[src/rtl/core/sts_pkg.sv]
// shared types and codes for the script token scanner
package sts_pkg;

    // token kind codes
    localparam logic [2:0] K_WORD     = 3'd0;
    localparam logic [2:0] K_DELIM    = 3'd1;
    localparam logic [2:0] K_STRING   = 3'd2;
    localparam logic [2:0] K_NUMBER   = 3'd3;
    localparam logic [2:0] K_FINISHED = 3'd4;

    // relation operator codes
    localparam logic [2:0] OP_NONE = 3'd0;
    localparam logic [2:0] OP_EQ   = 3'd1;
    localparam logic [2:0] OP_NE   = 3'd2;
    localparam logic [2:0] OP_NOT  = 3'd3;
    localparam logic [2:0] OP_LE   = 3'd4;
    localparam logic [2:0] OP_LT   = 3'd5;
    localparam logic [2:0] OP_GE   = 3'd6;
    localparam logic [2:0] OP_GT   = 3'd7;

    // result queue sizing
    localparam int QUEUE_DEPTH = 4;
    localparam int PTR_W       = $clog2(QUEUE_DEPTH);
    localparam int CNT_W       = $clog2(QUEUE_DEPTH + 1);

    // one result item
    typedef struct packed {
        logic [7:0] tok_byte;
        logic       byte_valid;
        logic [2:0] token_kind;
        logic [2:0] rel_op;
        logic       last_of_token;
        logic       last_of_step;
    } res_t;

    // results produced by one accepted item, first one in r0
    typedef struct packed {
        logic [1:0] n;
        res_t       r0;
        res_t       r1;
    } wr_t;

endpackage

[src/rtl/core/sts_scan.sv]
// scanner state and the per-item next-state and result logic
module sts_scan
    import sts_pkg::*;
(
    input  logic       aclk,
    input  logic       aresetn,
    input  logic       accept,
    input  logic [7:0] ch,
    input  logic       end_of_text,
    output wr_t        wr
);

    typedef enum logic [3:0] {
        M_IDLE, M_SLASH, M_LINE, M_LINE_CR, M_BLOCK,
        M_BLOCK_STAR, M_REL, M_PAIR, M_STRING, M_RUN
    } mode_t;

    typedef struct packed {
        mode_t      mode;
        logic [7:0] hb;
        logic       hv;
        logic [2:0] hk;
        logic [2:0] ho;
        logic       emit;
        logic [2:0] ekind;
    } take_t;

    mode_t      mode_reg, mode_next;
    logic [7:0] held_byte_reg, held_byte_next;
    logic       held_valid_reg, held_valid_next;
    logic [2:0] held_kind_reg, held_kind_next;
    logic [2:0] held_op_reg, held_op_next;

    take_t      tk;
    logic       eot;
    logic       pre_v, sec_v;
    res_t       pre_r, sec_r;
    logic [2:0] dop;

    function automatic res_t mk(input logic [7:0] b, input logic v, input logic [2:0] k,
                                input logic [2:0] op, input logic last);
        res_t r;
        r.tok_byte      = b;
        r.byte_valid    = v;
        r.token_kind    = k;
        r.rel_op        = op;
        r.last_of_token = last;
        r.last_of_step  = 1'b0;
        return r;
    endfunction

    function automatic logic [2:0] single_op(input logic [7:0] c);
        logic [2:0] op;
        case (c)
            "!":     op = OP_NOT;
            "<":     op = OP_LT;
            ">":     op = OP_GT;
            default: op = OP_NONE;
        endcase
        return op;
    endfunction

    function automatic logic [2:0] double_op(input logic [7:0] c);
        logic [2:0] op;
        case (c)
            "=":     op = OP_EQ;
            "!":     op = OP_NE;
            "<":     op = OP_LE;
            default: op = OP_GE;
        endcase
        return op;
    endfunction

    // bytes that end a number or word run
    function automatic logic ends_run(input logic [7:0] c);
        return (c inside {8'h00, 8'h09, 8'h0d, " ", "!", ":", ";", ",", "+", "-", "<",
                          ">", "'", "/", "*", "%", "^", "=", "(", ")", "&", "|",
                          "\"", "{", "}"});
    endfunction

    // start of a new token from the idle state
    function automatic take_t idle_take(input logic [7:0] c);
        take_t t;
        t.mode  = M_IDLE;
        t.hb    = 8'h00;
        t.hv    = 1'b0;
        t.hk    = K_WORD;
        t.ho    = OP_NONE;
        t.emit  = 1'b0;
        t.ekind = K_WORD;
        if (c <= 8'h20) begin
            t.mode = M_IDLE;
        end else if (c == "/") begin
            t.mode = M_SLASH;
        end else if (c inside {"=", "!", "<", ">"}) begin
            t.mode = M_REL;
            t.hb   = c;
            t.hv   = 1'b1;
            t.hk   = K_DELIM;
            t.ho   = single_op(c);
        end else if (c inside {"&", "|"}) begin
            t.mode = M_PAIR;
            t.hb   = c;
            t.hv   = 1'b1;
            t.hk   = K_WORD;
        end else if (c inside {"+", "-", "*", "^", "%", ";", "(", ")", ",", "'", ":",
                               "{", "}", "."}) begin
            t.emit  = 1'b1;
            t.ekind = K_DELIM;
        end else if (c == "\"") begin
            t.mode = M_STRING;
        end else if (c inside {["0":"9"]}) begin
            t.mode = M_RUN;
            t.hb   = c;
            t.hv   = 1'b1;
            t.hk   = K_NUMBER;
        end else if (c inside {["a":"z"], ["A":"Z"], [8'h80:8'hff], "#", "_", "@", "$",
                               "?"}) begin
            t.mode = M_RUN;
            t.hb   = c;
            t.hv   = 1'b1;
            t.hk   = K_WORD;
        end else begin
            t.emit  = 1'b1;
            t.ekind = K_WORD;
        end
        return t;
    endfunction

    assign eot = end_of_text | (ch == 8'h00);
    assign tk  = idle_take(ch);
    assign dop = double_op(held_byte_reg);

    // next state and up to two results
    always_comb begin
        mode_next       = mode_reg;
        held_byte_next  = held_byte_reg;
        held_valid_next = held_valid_reg;
        held_kind_next  = held_kind_reg;
        held_op_next    = held_op_reg;
        pre_v           = 1'b0;
        pre_r           = '0;
        sec_v           = 1'b0;
        sec_r           = '0;
        if (eot) begin
            // flush any pending token, then the finished marker
            pre_v = 1'b1;
            case (mode_reg)
                M_SLASH:  pre_r = mk("/", 1'b1, K_DELIM, OP_NONE, 1'b1);
                M_REL:    pre_r = mk(held_byte_reg, 1'b1, K_DELIM, held_op_reg, 1'b1);
                M_PAIR:   pre_r = mk(held_byte_reg, 1'b1, K_WORD, OP_NONE, 1'b1);
                M_STRING: begin
                    if (held_valid_reg) begin
                        pre_r = mk(held_byte_reg, 1'b1, K_STRING, OP_NONE, 1'b1);
                    end else begin
                        pre_r = mk(8'h00, 1'b0, K_STRING, OP_NONE, 1'b1);
                    end
                end
                M_RUN:    pre_r = mk(held_byte_reg, 1'b1, held_kind_reg, OP_NONE, 1'b1);
                default:  pre_v = 1'b0;
            endcase
            sec_v           = 1'b1;
            sec_r           = mk(8'h00, 1'b0, K_FINISHED, OP_NONE, 1'b1);
            mode_next       = M_IDLE;
            held_byte_next  = 8'h00;
            held_valid_next = 1'b0;
            held_kind_next  = K_WORD;
            held_op_next    = OP_NONE;
        end else begin
            // default: hand the byte to a fresh token start
            mode_next       = tk.mode;
            held_byte_next  = tk.hb;
            held_valid_next = tk.hv;
            held_kind_next  = tk.hk;
            held_op_next    = tk.ho;
            sec_v           = tk.emit;
            sec_r           = mk(ch, 1'b1, tk.ekind, OP_NONE, 1'b1);
            case (mode_reg)
                M_SLASH: begin
                    if (ch == "/" || ch == "*") begin
                        mode_next = (ch == "/") ? M_LINE : M_BLOCK;
                        sec_v     = 1'b0;
                    end else begin
                        pre_v = 1'b1;
                        pre_r = mk("/", 1'b1, K_DELIM, OP_NONE, 1'b1);
                    end
                end
                M_LINE: begin
                    mode_next       = (ch == 8'h0d) ? M_LINE_CR : M_LINE;
                    held_byte_next  = held_byte_reg;
                    held_valid_next = held_valid_reg;
                    held_kind_next  = held_kind_reg;
                    held_op_next    = held_op_reg;
                    sec_v           = 1'b0;
                end
                M_LINE_CR: begin
                    // byte after the line end is dropped
                    mode_next       = M_IDLE;
                    held_byte_next  = 8'h00;
                    held_valid_next = 1'b0;
                    held_kind_next  = K_WORD;
                    held_op_next    = OP_NONE;
                    sec_v           = 1'b0;
                end
                M_BLOCK, M_BLOCK_STAR: begin
                    held_byte_next  = held_byte_reg;
                    held_valid_next = held_valid_reg;
                    held_kind_next  = held_kind_reg;
                    held_op_next    = held_op_reg;
                    sec_v           = 1'b0;
                    if (ch == "*") begin
                        mode_next = M_BLOCK_STAR;
                    end else if (mode_reg == M_BLOCK_STAR && ch == "/") begin
                        mode_next       = M_IDLE;
                        held_byte_next  = 8'h00;
                        held_valid_next = 1'b0;
                        held_kind_next  = K_WORD;
                        held_op_next    = OP_NONE;
                    end else begin
                        mode_next = M_BLOCK;
                    end
                end
                M_REL: begin
                    pre_v = 1'b1;
                    if (ch == "=") begin
                        pre_r           = mk(held_byte_reg, 1'b1, K_DELIM, dop, 1'b0);
                        sec_v           = 1'b1;
                        sec_r           = mk(ch, 1'b1, K_DELIM, dop, 1'b1);
                        mode_next       = M_IDLE;
                        held_byte_next  = 8'h00;
                        held_valid_next = 1'b0;
                        held_kind_next  = K_WORD;
                        held_op_next    = OP_NONE;
                    end else begin
                        pre_r = mk(held_byte_reg, 1'b1, K_DELIM, held_op_reg, 1'b1);
                    end
                end
                M_PAIR: begin
                    pre_v = 1'b1;
                    if (ch == held_byte_reg) begin
                        pre_r           = mk(held_byte_reg, 1'b1, K_DELIM, OP_NONE, 1'b0);
                        sec_v           = 1'b1;
                        sec_r           = mk(ch, 1'b1, K_DELIM, OP_NONE, 1'b1);
                        mode_next       = M_IDLE;
                        held_byte_next  = 8'h00;
                        held_valid_next = 1'b0;
                        held_kind_next  = K_WORD;
                        held_op_next    = OP_NONE;
                    end else begin
                        pre_r = mk(held_byte_reg, 1'b1, K_WORD, OP_NONE, 1'b1);
                    end
                end
                M_STRING: begin
                    sec_v = 1'b0;
                    if (ch == "\"" || ch == 8'h0d) begin
                        pre_v = 1'b1;
                        if (held_valid_reg) begin
                            pre_r = mk(held_byte_reg, 1'b1, K_STRING, OP_NONE, 1'b1);
                        end else begin
                            pre_r = mk(8'h00, 1'b0, K_STRING, OP_NONE, 1'b1);
                        end
                        mode_next       = M_IDLE;
                        held_byte_next  = 8'h00;
                        held_valid_next = 1'b0;
                        held_kind_next  = K_WORD;
                        held_op_next    = OP_NONE;
                    end else begin
                        pre_v           = held_valid_reg;
                        pre_r           = mk(held_byte_reg, 1'b1, K_STRING, OP_NONE, 1'b0);
                        mode_next       = M_STRING;
                        held_byte_next  = ch;
                        held_valid_next = 1'b1;
                        held_kind_next  = held_kind_reg;
                        held_op_next    = held_op_reg;
                    end
                end
                M_RUN: begin
                    pre_v = 1'b1;
                    if (ends_run(ch)) begin
                        pre_r = mk(held_byte_reg, 1'b1, held_kind_reg, OP_NONE, 1'b1);
                    end else begin
                        pre_r           = mk(held_byte_reg, 1'b1, held_kind_reg, OP_NONE, 1'b0);
                        sec_v           = 1'b0;
                        mode_next       = M_RUN;
                        held_byte_next  = ch;
                        held_valid_next = held_valid_reg;
                        held_kind_next  = held_kind_reg;
                        held_op_next    = held_op_reg;
                    end
                end
                default: begin
                end
            endcase
        end
    end

    // pack results in order and mark the last one of this item
    always_comb begin
        wr.n  = {1'b0, pre_v} + {1'b0, sec_v};
        wr.r0 = pre_v ? pre_r : sec_r;
        wr.r1 = sec_r;
        wr.r0.last_of_step = ~(pre_v & sec_v);
        wr.r1.last_of_step = 1'b1;
    end

    // scanner state
    always_ff @(posedge aclk) begin
        if (!aresetn) begin
            mode_reg       <= M_IDLE;
            held_byte_reg  <= 8'h00;
            held_valid_reg <= 1'b0;
            held_kind_reg  <= K_WORD;
            held_op_reg    <= OP_NONE;
        end else if (accept) begin
            mode_reg       <= mode_next;
            held_byte_reg  <= held_byte_next;
            held_valid_reg <= held_valid_next;
            held_kind_reg  <= held_kind_next;
            held_op_reg    <= held_op_next;
        end
    end

endmodule

[src/rtl/core/sts_queue.sv]
// small result queue: takes up to two results a cycle, gives one when popped
module sts_queue
    import sts_pkg::*;
(
    input  logic aclk,
    input  logic aresetn,
    input  logic push,
    input  wr_t  wr,
    output logic room,
    output logic head_valid,
    input  logic pop,
    output res_t head
);

    res_t             mem [QUEUE_DEPTH];
    logic [PTR_W-1:0] wr_ptr_reg, rd_ptr_reg;
    logic [CNT_W-1:0] count_reg;
    logic [1:0]       n_in;
    logic             do_pop;

    assign n_in       = push ? wr.n : 2'd0;
    assign do_pop     = pop & head_valid;
    assign head_valid = (count_reg != '0);
    assign room       = (count_reg <= CNT_W'(QUEUE_DEPTH - 2));
    assign head       = mem[rd_ptr_reg];

    // storage writes
    always_ff @(posedge aclk) begin
        if (n_in != 2'd0) begin
            mem[wr_ptr_reg] <= wr.r0;
        end
        if (n_in == 2'd2) begin
            mem[wr_ptr_reg + PTR_W'(1)] <= wr.r1;
        end
    end

    // pointers and fill level
    always_ff @(posedge aclk) begin
        if (!aresetn) begin
            wr_ptr_reg <= '0;
            rd_ptr_reg <= '0;
            count_reg  <= '0;
        end else begin
            wr_ptr_reg <= wr_ptr_reg + PTR_W'(n_in);
            rd_ptr_reg <= rd_ptr_reg + PTR_W'(do_pop);
            count_reg  <= count_reg + CNT_W'(n_in) - CNT_W'(do_pop);
        end
    end

endmodule

[src/rtl/core/script_token_scanner.sv]
// top level of the script token scanner
// Streaming lexer for C-like script text. One source byte enters per item on
// the s_ channel and every accepted byte is scanned in the cycle it is taken;
// its results (zero, one or two token bytes) appear on the m_ channel from
// the next cycle on, one result per cycle while m_tready is high, in order.
// A byte is accepted every cycle while the four-entry result queue has room
// for two results, so new bytes are taken while earlier results still wait;
// bytes that release two results (a two-character operator, or a held byte
// plus a one-byte token) fill the queue, and the queue absorbs that against
// following bytes that yield none, such as whitespace and comments. s_tlast,
// or a zero byte, ends the text: any open token is flushed, a finished
// marker follows and the scanner returns to its reset state.
module script_token_scanner
    import sts_pkg::*;
(
    input  logic        aclk,
    input  logic        aresetn,
    input  logic        s_tvalid,
    output logic        s_tready,
    input  logic [7:0]  s_tdata,   // [7:0] ch
    input  logic        s_tlast,   // end_of_text
    output logic        m_tvalid,
    input  logic        m_tready,
    output logic [15:0] m_tdata,   // [7:0] tok_byte, [8] byte_valid, [11:9] rel_op,
                                   // [12] last_of_step, [15:13] zero
    output logic [2:0]  m_tuser,   // [2:0] token_kind
    output logic        m_tlast    // last_of_token
);

    logic accept;
    wr_t  wr;
    res_t head;

    assign accept = s_tvalid & s_tready;

    // token scanning
    sts_scan u_scan (
        .aclk        (aclk),
        .aresetn     (aresetn),
        .accept      (accept),
        .ch          (s_tdata),
        .end_of_text (s_tlast),
        .wr          (wr)
    );

    // result queue
    sts_queue u_queue (
        .aclk       (aclk),
        .aresetn    (aresetn),
        .push       (accept),
        .wr         (wr),
        .room       (s_tready),
        .head_valid (m_tvalid),
        .pop        (m_tready),
        .head       (head)
    );

    // output packing
    assign m_tdata = {3'b000, head.last_of_step, head.rel_op, head.byte_valid, head.tok_byte};
    assign m_tuser = head.token_kind;
    assign m_tlast = head.last_of_token;

endmodule

[config.mk]
export PLATFORM = sky130hd
export DESIGN_NAME = script_token_scanner
export DESIGN_NICKNAME = d
export VERILOG_FILES = /design/src/rtl/core/sts_pkg.sv /design/src/rtl/core/sts_scan.sv /design/src/rtl/core/sts_queue.sv /design/src/rtl/core/script_token_scanner.sv
export SDC_FILE = /design/constraint.sdc
export NUM_CORES = 1
export LEC_CHECK = 0
export BUFFER_PORTS_ARGS = -buffer_cell sky130_fd_sc_hd__buf_2
export CORE_MARGIN = 4
export CORE_UTILIZATION = 45
export CTS_BUF_LIST = sky130_fd_sc_hd__clkbuf_4 sky130_fd_sc_hd__clkbuf_8
export CTS_CLUSTER_DIAMETER = 200
export CTS_CLUSTER_SIZE = 10
export DETAILED_ROUTE_END_ITERATION = 10
export GPL_TIMING_DRIVEN = 0
export SETUP_SLACK_MARGIN = 0.1
export SLEW_MARGIN = 20
export SYNTH_ARGS = -nofsm -noshare
export SYNTH_HDL_FRONTEND = slang
export SYNTH_SLANG_ARGS = --single-unit
[constraint.sdc]
create_clock -name aclk -period 13 [get_ports aclk]
set_input_delay 2.6 -clock aclk [delete_from_list [all_inputs] [get_ports aclk]]
set_output_delay 2.6 -clock aclk [all_outputs]
set_load 0.005 [all_outputs]
# After elaboration in Yosys (flattened, before gate mapping)
# Memories as Yosys holds them, arrays and structs flattened. A register that Yosys moved wholly into a read port is not among the register bits.
# Cells that the tools add are included.
# Widths: inputs -> output; s select.
# classes
n_addsub	6
magnitude_cmp	10
eq_ne	49
mux	91
n_bitwise	5
reduce_logical	22
# op_table
cell	count
$eq 8x6->1 const B	25
$pmux 17 s5	2
$mux 17	5
$mux 16	5
$mux 8	9
$mux 4	16
$pmux 8 s7	1
$eq 8x7->1 const B	6
$mux 3	14
$pmux 3 s7	2
$mux 19	2
$pmux 4 s8	1
$reduce_bool 25->1	1
$mux 1	21
$pmux 3 s3	2
$eq 4x3->1 const B	4
$eq 8x4->1 const B	2
$ge 8x7->1 const B	2
$le 8x6->1 const B	2
$le 8x7->1 const B	2
$pmux 8 s2	1
$mux 15	1
$reduce_bool 14->1	1
$mux 12	1
other kinds (40)	55
# totals
ff_bits	26
mem_bits_rw	68
inputBits	13
out_inout_bits	22
wordCells	192
n_memories	1
# mem_list
memory	words	word_bits	read_ports	rd_clocked_by_memory_dff	write_ports	line	source
u_queue.mem	4	17	1	1	2	sts_queue.sv:15	res_t mem [QUEUE_DEPTH];

# Depth between registers and ports, before layout
# Gate-level depths: netlist of the first run.
# depth
depth_word	19
depth_mapped	17
depth_no_buf	15

# Hierarchy
# A second synthesis of the first run with hierarchy kept.
# hier_totals
hier_cells	565
area_unflattened_um2	6253.5
# by_module_without_submodules
module	instances	cells_per_inst	area_per_inst_um2	seq_area_each_um2
sts_queue	1	214	3806.2	2182.1
sts_scan	1	346	2414.8	360.3
script_token_scanner	1	5	32.5	0.0

# Least setup slack after synthesis of the first run
# Ideal clock, no wire load.
# synth_timing
path_kind	input port to flip-flop
from	input s_tdata[6]
to	memory u_queue.mem[0][10] in the netlist's numbering, enable pin
setup_time_ns	0.358
t_arrival_ns	5.585
t_required_ns	12.642
slack_ns	7.057
stages	15
n_path_buf	3
path_cell_list	buf_6 or4_4 nor3_4 o21a_2 nor4_2 or2_1 buf_6 inv_6 buf_8 ha_1 nand2_1 or2_2 nor2_1 nor2_1 inv_1
# synth_lines
element	line	source
start: declaration	script_token_scanner.sv:20	input logic [7:0] s_tdata,
end: declaration	sts_queue.sv:15	

==> results of run 1 <==
worst max-delay path, delay by kind of cell:
kind,cells,cell delay [ps]
compound gates,3,630
fa+ha+maj,1,350
simple gates,7,1810
buf+inv,4,1300
placed cells by master (no fill, tap or decap), types with 4 or more instances in the layout:
master	synthesis	layout
nand3b_1	4	4
a21oi_1	45	45
nand2b_1	16	16
buf_2	11	39
buf_1	4	4
nor2b_1	4	4
o21ai_0	30	30
a21boi_0	5	5
o22ai_1	33	33
clkbuf_1	24	24
a32oi_1	4	4
nor3_1	12	12
a21o_1	5	5
edfxtp_1	56	56
and3_1	5	5
nor4_1	6	6
o32ai_1	8	8
nand3_1	22	22
ha_1	6	6
a22oi_1	4	4
nand4_1	6	6
nor4b_1	4	4
o22a_1	4	4
inv_1	12	12
o211ai_1	4	4
dfxtp_1	37	37
mux4_2	17	17
and2_1	21	21
clkbuf_8	0	10
xnor2_1	12	12
nand2_1	53	53
nor2_1	48	48
a31oi_1	6	6
through the flow:
step                      total power [mW]  utilization, %  area (sq um)  setup slack, ps  instances
after floorplan                     0.5717               -          5818             7057        608
final                               0.8567           50.55          6379             6324        824
after global placement              0.6541           48.92          6173             5961        808
after detailed placement            0.6590           48.92          6173             5960        808
after global routing                0.9070           50.55          6379             6043        824
after CTS                           0.8601           50.55          6379             6349        824
cell families after synthesis:
group | count (synthesis) | synth area share (%)
XOR/XNOR | 15 | 2.261
AND/OR/NAND/NOR | 228 | 21.04
other | 1 | 0.06454
flip-flops | 93 | 41.69
buffers and inverters | 58 | 4.716
adder cells (fa/ha/maj) | 7 | 1.636
multiplexers | 18 | 6.783
AO/OA/AOI/OAI | 186 | 21.81
layer usage:
layer / global-route usage (%) / vias up
met4: 9.874 / 0
li1: - / 2390
met5: 0 / -
met1: 32.18 / 2485
met3: 2.832 / 35
met2: 38.48 / 231
path summary, 6_finish.rpt:
check	to	depth (start not counted)	from
max	u_queue.mem[0][11]$_DFFE_PP_	15	s_tdata[0]
min reg2reg	u_queue.mem[1][6]$_SDFFE_PP0P_	2	u_queue.mem[1][6]$_SDFFE_PP0P_
min	u_queue.mem[1][6]$_SDFFE_PP0P_	2	u_queue.mem[1][6]$_SDFFE_PP0P_
max reg2reg	u_queue.mem[0][11]$_DFFE_PP_	14	u_scan.mode_reg[3]$_SDFFE_PN0P_
area by class of cell:
cell class / instances / area (sq um) / area share, %
inverter: 13 / 53.80 / 0.8435
buffer: 45 / 220.2 / 3.452
timing repair buffer: 28 / 140.1 / 2.197
clock buffer: 11 / 145.1 / 2.275
multi-input combinational: 457 / 3122 / 48.94
sequential: 93 / 2422 / 37.98
tap: 172 / 215.2 / 3.374
clock inverter: 5 / 60.06 / 0.9415
report_power, final:
group          total, mW  switching, mW  leakage [nW]  internal [mW]
Combinational      0.290          0.166          1.20          0.124
Sequential         0.363         0.0165         0.846          0.346
Clock              0.204          0.107         0.103         0.0971
Total              0.857          0.289          2.15          0.568
==> results by group, run 1 <==
Status
  • Outcome: complete, no violations

CTS
  • Num CTS Buffers: 9
  • Postcts setup bufs: 0
  • Clk sinks: 93
  • CTS Hold Buffers Added: 0
  • Clock Path Buffers: 2
  • Clk slew on worst S/H paths: 100 ps
  • Clk_lat worst skew: about 380 ps
  • # resized after CTS: 0
  • Root Driver: clkbuf_8
  • H-tree lvl count: 3
  • CTS tree: yes

Yosys
  • Register area share after synthesis: between 40% and 50%
  • Flops & latches, synth: a little over 90
  • Synth top area cells: edfxtp_1 29%, dfxtp_1 13%, mux4_2 6.6%
  • Ys async rst share: 0%
  • Mapped Avg Cell Area: between 9 and 10 sq um
  • Yosys top cell area share: 28.94%
  • Cell taking the most area after synthesis: edfxtp_1
  • Synthesized area: a little under 0.006 sq mm
  • Most frequent cell after synthesis: edfxtp_1
  • Post-synth EDFFs: 56
  • Synth warn: 0
  • Gate Count Post-Synth: 606
  • Synth cell count leaders: 56 x edfxtp_1, 53 x nand2_1, 48 x nor2_1, 45 x a21oi_1, 37 x dfxtp_1
  • Commonest register cell after synthesis: edfxtp_1
  • Distinct cells, synth: 82

Timing
  • Slew margin rel.: between 30% and 40%
  • Fmax: between 100 and 150 MHz
  • Setup TNS: 0 ps
  • Worst Max-Slew Pin Slew: 903.4 ps
  • Clk_skew: approximately 14 ps
  • Hold WS: slightly below 500 ps
  • RSZ-0062 raised after global routing: false
  • Final Max Tran Viols: 0
  • Period utilisation layout: between 50 and 60%
  • Fin. Hold Viols: 0
  • Final setup violation count: 0
  • Min cycle time layout: about 6700 ps

Final layout
  • Max reg flops: 68
  • Share of cells above drive strength 1: 16.10%
  • Layout fillers: around 1,200
  • Final Net Count: around 670
  • Ant. Diodes: 0
  • Layout area overhead: 9.776%

Placement
  • RePlAce Congestion: between 0.9 and 1
  • PortBufs: 28
  • DP HPWL: about 12,000 um

Setup path
  • Startpoint types: primary input
  • Crit-path cells: buf_2 -> buf_2 -> clkbuf_1 -> nor3_1 -> o21ai_0 -> a311oi_1 -> nor3_1 -> nand4_1 -> a32oi_1 -> ha_1 -> nand2_1 -> or2_2 -> nor2_1 -> nor2_1 -> inv_1
  • CP peak stage delay: between 500 and 600 ps
  • Critical path peak fanout: 15
  • Crit. End Element: flop
  • R2R Setup Slk: around 8500 ps
  • Critical path type: primary input to flop
  • WP data required: between 10,000 and 15,000 ps
  • Arr. time, crit path: around 6700 ps
  • CP max-delay cell: inv_1

Drt
  • Detailed Route Iter0 Violations: 473
  • DRC viols: 0
  • Routed length on met1: about 7300 um
  • Avg WL per Cell: approximately 20 um
  • Routed wire length: ~17,000 um
  • Final antenna-violating net count: 0
  • DR top layer: met4
  • Metal2 WL: 8019 um
  • Met3 wire len: roughly 1100 um
  • Vias per std cell: slightly above 6
  • Total vias in the final route: roughly 5,000
  • Initial DRT Pass Iterations: 7

Power
  • Cell area power density: approximately 130 mW/mm^2
  • IR drop worst, VDD: about 56 uV
  • Leakage power: approximately 2.2 nW

Floorplanning
  • # rows: a little over 40
  • Die ar.: about 0.015 sq mm
  • Core Area: approximately 0.013 sq mm
  • Chip height: roughly 120 um
  • IO Pins: 35
  • Starting Density: a little under half
  • Die width: about 120 um

Job
  • Max Cap Violations: 0

Global route
  • Largest net degree at the start of global routing: 17
  • Initial antenna violation count: 0
  • GR Overflow Total: 0
  • GRT Overall Usage: between 20% and 30%
  • Vias in the first global route: between 4,000 and 5,000
  • First-pass GRT wire length: 27,030 um

Worst hold path
  • Hold Crit Class: flop to flop
Power figures use the tool's default switching activity.
==> inputs of run 2 (changes only) <==
Clock period 13 ns to 5.5 ns, I/O delays scaled along.
==> run 2 against run 1 <==
Global-route usage did not move. Flip-flop and latch count did not move. Sequential share of layout area fell by 0.074 points. Clock power rose by 140%.
==> results by group, run 2 (synthesis results as in run 1) <==
Status
  • Outcome: complete, no violations

Global route
  • Vias in the first global route: 4,971 (unchanged)
  • First-pass GRT wire length: 27,030 um (unchanged)
  • GR Overflow Total: 0 (unchanged)
  • Largest net degree at the start of global routing: 17 (unchanged)
  • GRT Overall Usage: 23.67% (unchanged)
  • Initial antenna violation count: 0 (unchanged)

Timing
  • Clk_skew: 12.85 ps (-1.491 ps)
  • Hold WS: 483.1 ps (+1.289 ps)
  • Slew margin rel.: 39.83% (+0.055 points)
  • Min cycle time layout: between 5000 and 6000 ps
  • Final Max Tran Viols: 0 (unchanged)
  • Worst Max-Slew Pin Slew: 902.5 ps (-0.8220 ps)
  • RSZ-0062 raised after global routing: false
  • Period utilisation layout: 91.99%
  • Fin. Hold Viols: 0 (unchanged)
  • Setup ws final: 440.8 ps (-5883 ps)
  • Setup TNS: 0 ps (unchanged)
  • Final setup violation count: 0 (unchanged)
  • Fmax: roughly 200 MHz

Floorplanning
  • Core Area: 0.01262 sq mm (unchanged)
  • Die width: 121.6 um (unchanged)
  • Starting Density: 46.04% (unchanged)
  • Chip height: 121.6 um (unchanged)
  • IO Pins: 35 (unchanged)
  • Die ar.: 0.01479 sq mm (unchanged)
  • # rows: 41 (unchanged)

CTS
  • Clk_lat worst skew: 380 ps (about the same)
  • Num CTS Buffers: 9 (unchanged)
  • CTS tree: yes
  • Postcts setup bufs: 0 (unchanged)
  • Clk slew on worst S/H paths: 100 ps (about the same)
  • Clk sinks: 93 (unchanged)
  • # resized after CTS: 0 (unchanged)
  • CTS Hold Buffers Added: 0 (unchanged)
  • Root Driver: clkbuf_8
  • Clock Path Buffers: 2 (unchanged)
  • H-tree lvl count: 3 (unchanged)

Setup path
  • Worst r2r dst: u_queue.mem[3][1]$_SDFFE_PP1N_
  • CP max-delay cell: o21ai_0
  • WP data required: 5780 ps (-7230 ps)
  • R2R Setup Slk: 920 ps (-7560 ps)
  • Arr. time, crit path: 5340 ps (-1350 ps)
  • Crit-path cells: buf_2 -> buf_2 -> clkbuf_1 -> nor3_1 -> o21ai_0 -> a311oi_1 -> nor3_2 -> nand4_1 -> a32oi_1 -> ha_1 -> o21ai_0 -> nor2_1 -> nor2_1 -> clkinvlp_4 -> o22a_1
  • Critical path type: primary input to flop
  • R2R cell count: 14 (unchanged)
  • Startpoint types: primary input
  • Top Family by Delay on Critical Path: compound AO/OA/AOI/OAI gates
  • CP peak stage delay: 470 ps (-90 ps)
  • Critical path peak fanout: 15 (unchanged)
  • Reg-to-Reg Start: u_scan.mode_reg[3]$_SDFFE_PN0P_
  • Bufs and invs on worst path: 4 (unchanged)
  • Crit. End Element: flop

Drt
  • Detailed Route Iter0 Violations: 457 (-3.4%)
  • Routed wire length: 16,940 um (+0.24%)
  • Total vias in the final route: 5,147 (+0.12%)
  • Final antenna-violating net count: 0 (unchanged)
  • Avg WL per Cell: 20.56 um (+0.24%)
  • Initial DRT Pass Iterations: 5 (-2)
  • Vias per std cell: 6.246 (+0.12%)
  • DRC viols: 0 (unchanged)

Power
  • Overall power: 2.026 mW (+140%)
  • Leakage power: 2.136 nW (-0.81%)
  • IR drop worst, VDD: 131.3 uV (+140%)
  • Cell area power density: 317.1 mW/mm^2 (+140%)

Final layout
  • Layout area overhead: 9.991%
  • Max reg flops: 68 (unchanged)
  • Final Net Count: 667 (unchanged)
  • Final Non-Filler Cells: 824 (unchanged)
  • Ant. Diodes: 0 (unchanged)
  • Share of cells above drive strength 1: 16.56% (+0.46 points)
  • Most frequent cells in the layout: 56 x edfxtp_1, 53 x nand2_1, 48 x nor2_1, 45 x a21oi_1, 39 x buf_2
  • Commonest non-fill, non-tap cell in the layout: edfxtp_1

Job
  • Max Cap Violations: 0 (unchanged)

Worst hold path
  • Worst hold start: u_queue.mem[1][6]$_SDFFE_PP0P_
  • Hold Crit Class: flop to flop
  • Hold endpoint: u_queue.mem[1][6]$_SDFFE_PP0P_
  • Hold path cells: 2 (unchanged)

Placement
  • RePlAce Congestion: 0.9377 (unchanged)
  • Placed cells: 808 (unchanged)
  • Place WS: -40.14 ps (-6000 ps)
  • PortBufs: 28 (unchanged)
  • DP HPWL: 12,420 um (unchanged)
-- run 2: per-stage QoR --
stage | instance area (sq um) | utilization [%]
4_1_cts | 6379 | 50.55
3_5_place_dp | 6173 | 48.92
5_1_grt | 6391 | 50.64
2_1_floorplan | 5818 | -
6_report | 6391 | 50.64
3_3_place_gp | 6173 | 48.92
-- run 2: layout make-up --
| cell class | count | area [sq um] |
|---|---|---|
| Fill cell | 1218 | 6228 |
| Tap cell | 172 | 215.2 |
| Clock inverter | 5 | 60.06 |
| Clock buffer | 11 | 145.1 |
| Multi-Input combinational cell | 457 | 3127 |
| Timing Repair Buffer | 28 | 140.1 |
| Sequential cell | 93 | 2422 |
| Inverter | 13 | 61.31 |
| Buffer | 45 | 220.2 |
-- run 2: how the worst max path moves through the flow --
| stage | start | end | depth (start not counted) |
|---|---|---|---|
| floorplan | s_tdata[6] | u_queue.mem[0][10]$_DFFE_PP_ | 15 |
| global placement | s_tdata[0] | u_queue.mem[0][10]$_DFFE_PP_ | 15 |
| global route | s_tdata[0] | u_queue.mem[3][1]$_SDFFE_PP1N_ | 15 |
| CTS | s_tdata[0] | u_queue.mem[0][11]$_DFFE_PP_ | 15 |
| finish | s_tdata[0] | u_queue.mem[3][1]$_SDFFE_PP1N_ | 15 |
| detailed placement | s_tdata[0] | u_queue.mem[0][11]$_DFFE_PP_ | 15 |
-- run 2: worst min-delay path: stages, from the launching register on --
cell	delay [ps]
dfxtp_1	330
nand3_1	70
nand2_1	50
-- run 2: power breakdown --
part	internal (mW)	switching [mW]
registers	0.819	0.0394
clock network	0.229	0.254
logic	0.295	0.391
-- run 2: metal layers --
layer / global-route usage, % / vias to the layer above / wire [um] / share of wire [%]
li1: - / 2397 / - / -
met1: 32.18 / 2477 / 7318 / 43
met2: 38.48 / 239 / 8053 / 48
met3: 2.832 / 34 / 1152 / 6.8
met4: 9.874 / 0 / 417 / 2.5
met5: 0 / - / 0 / 0
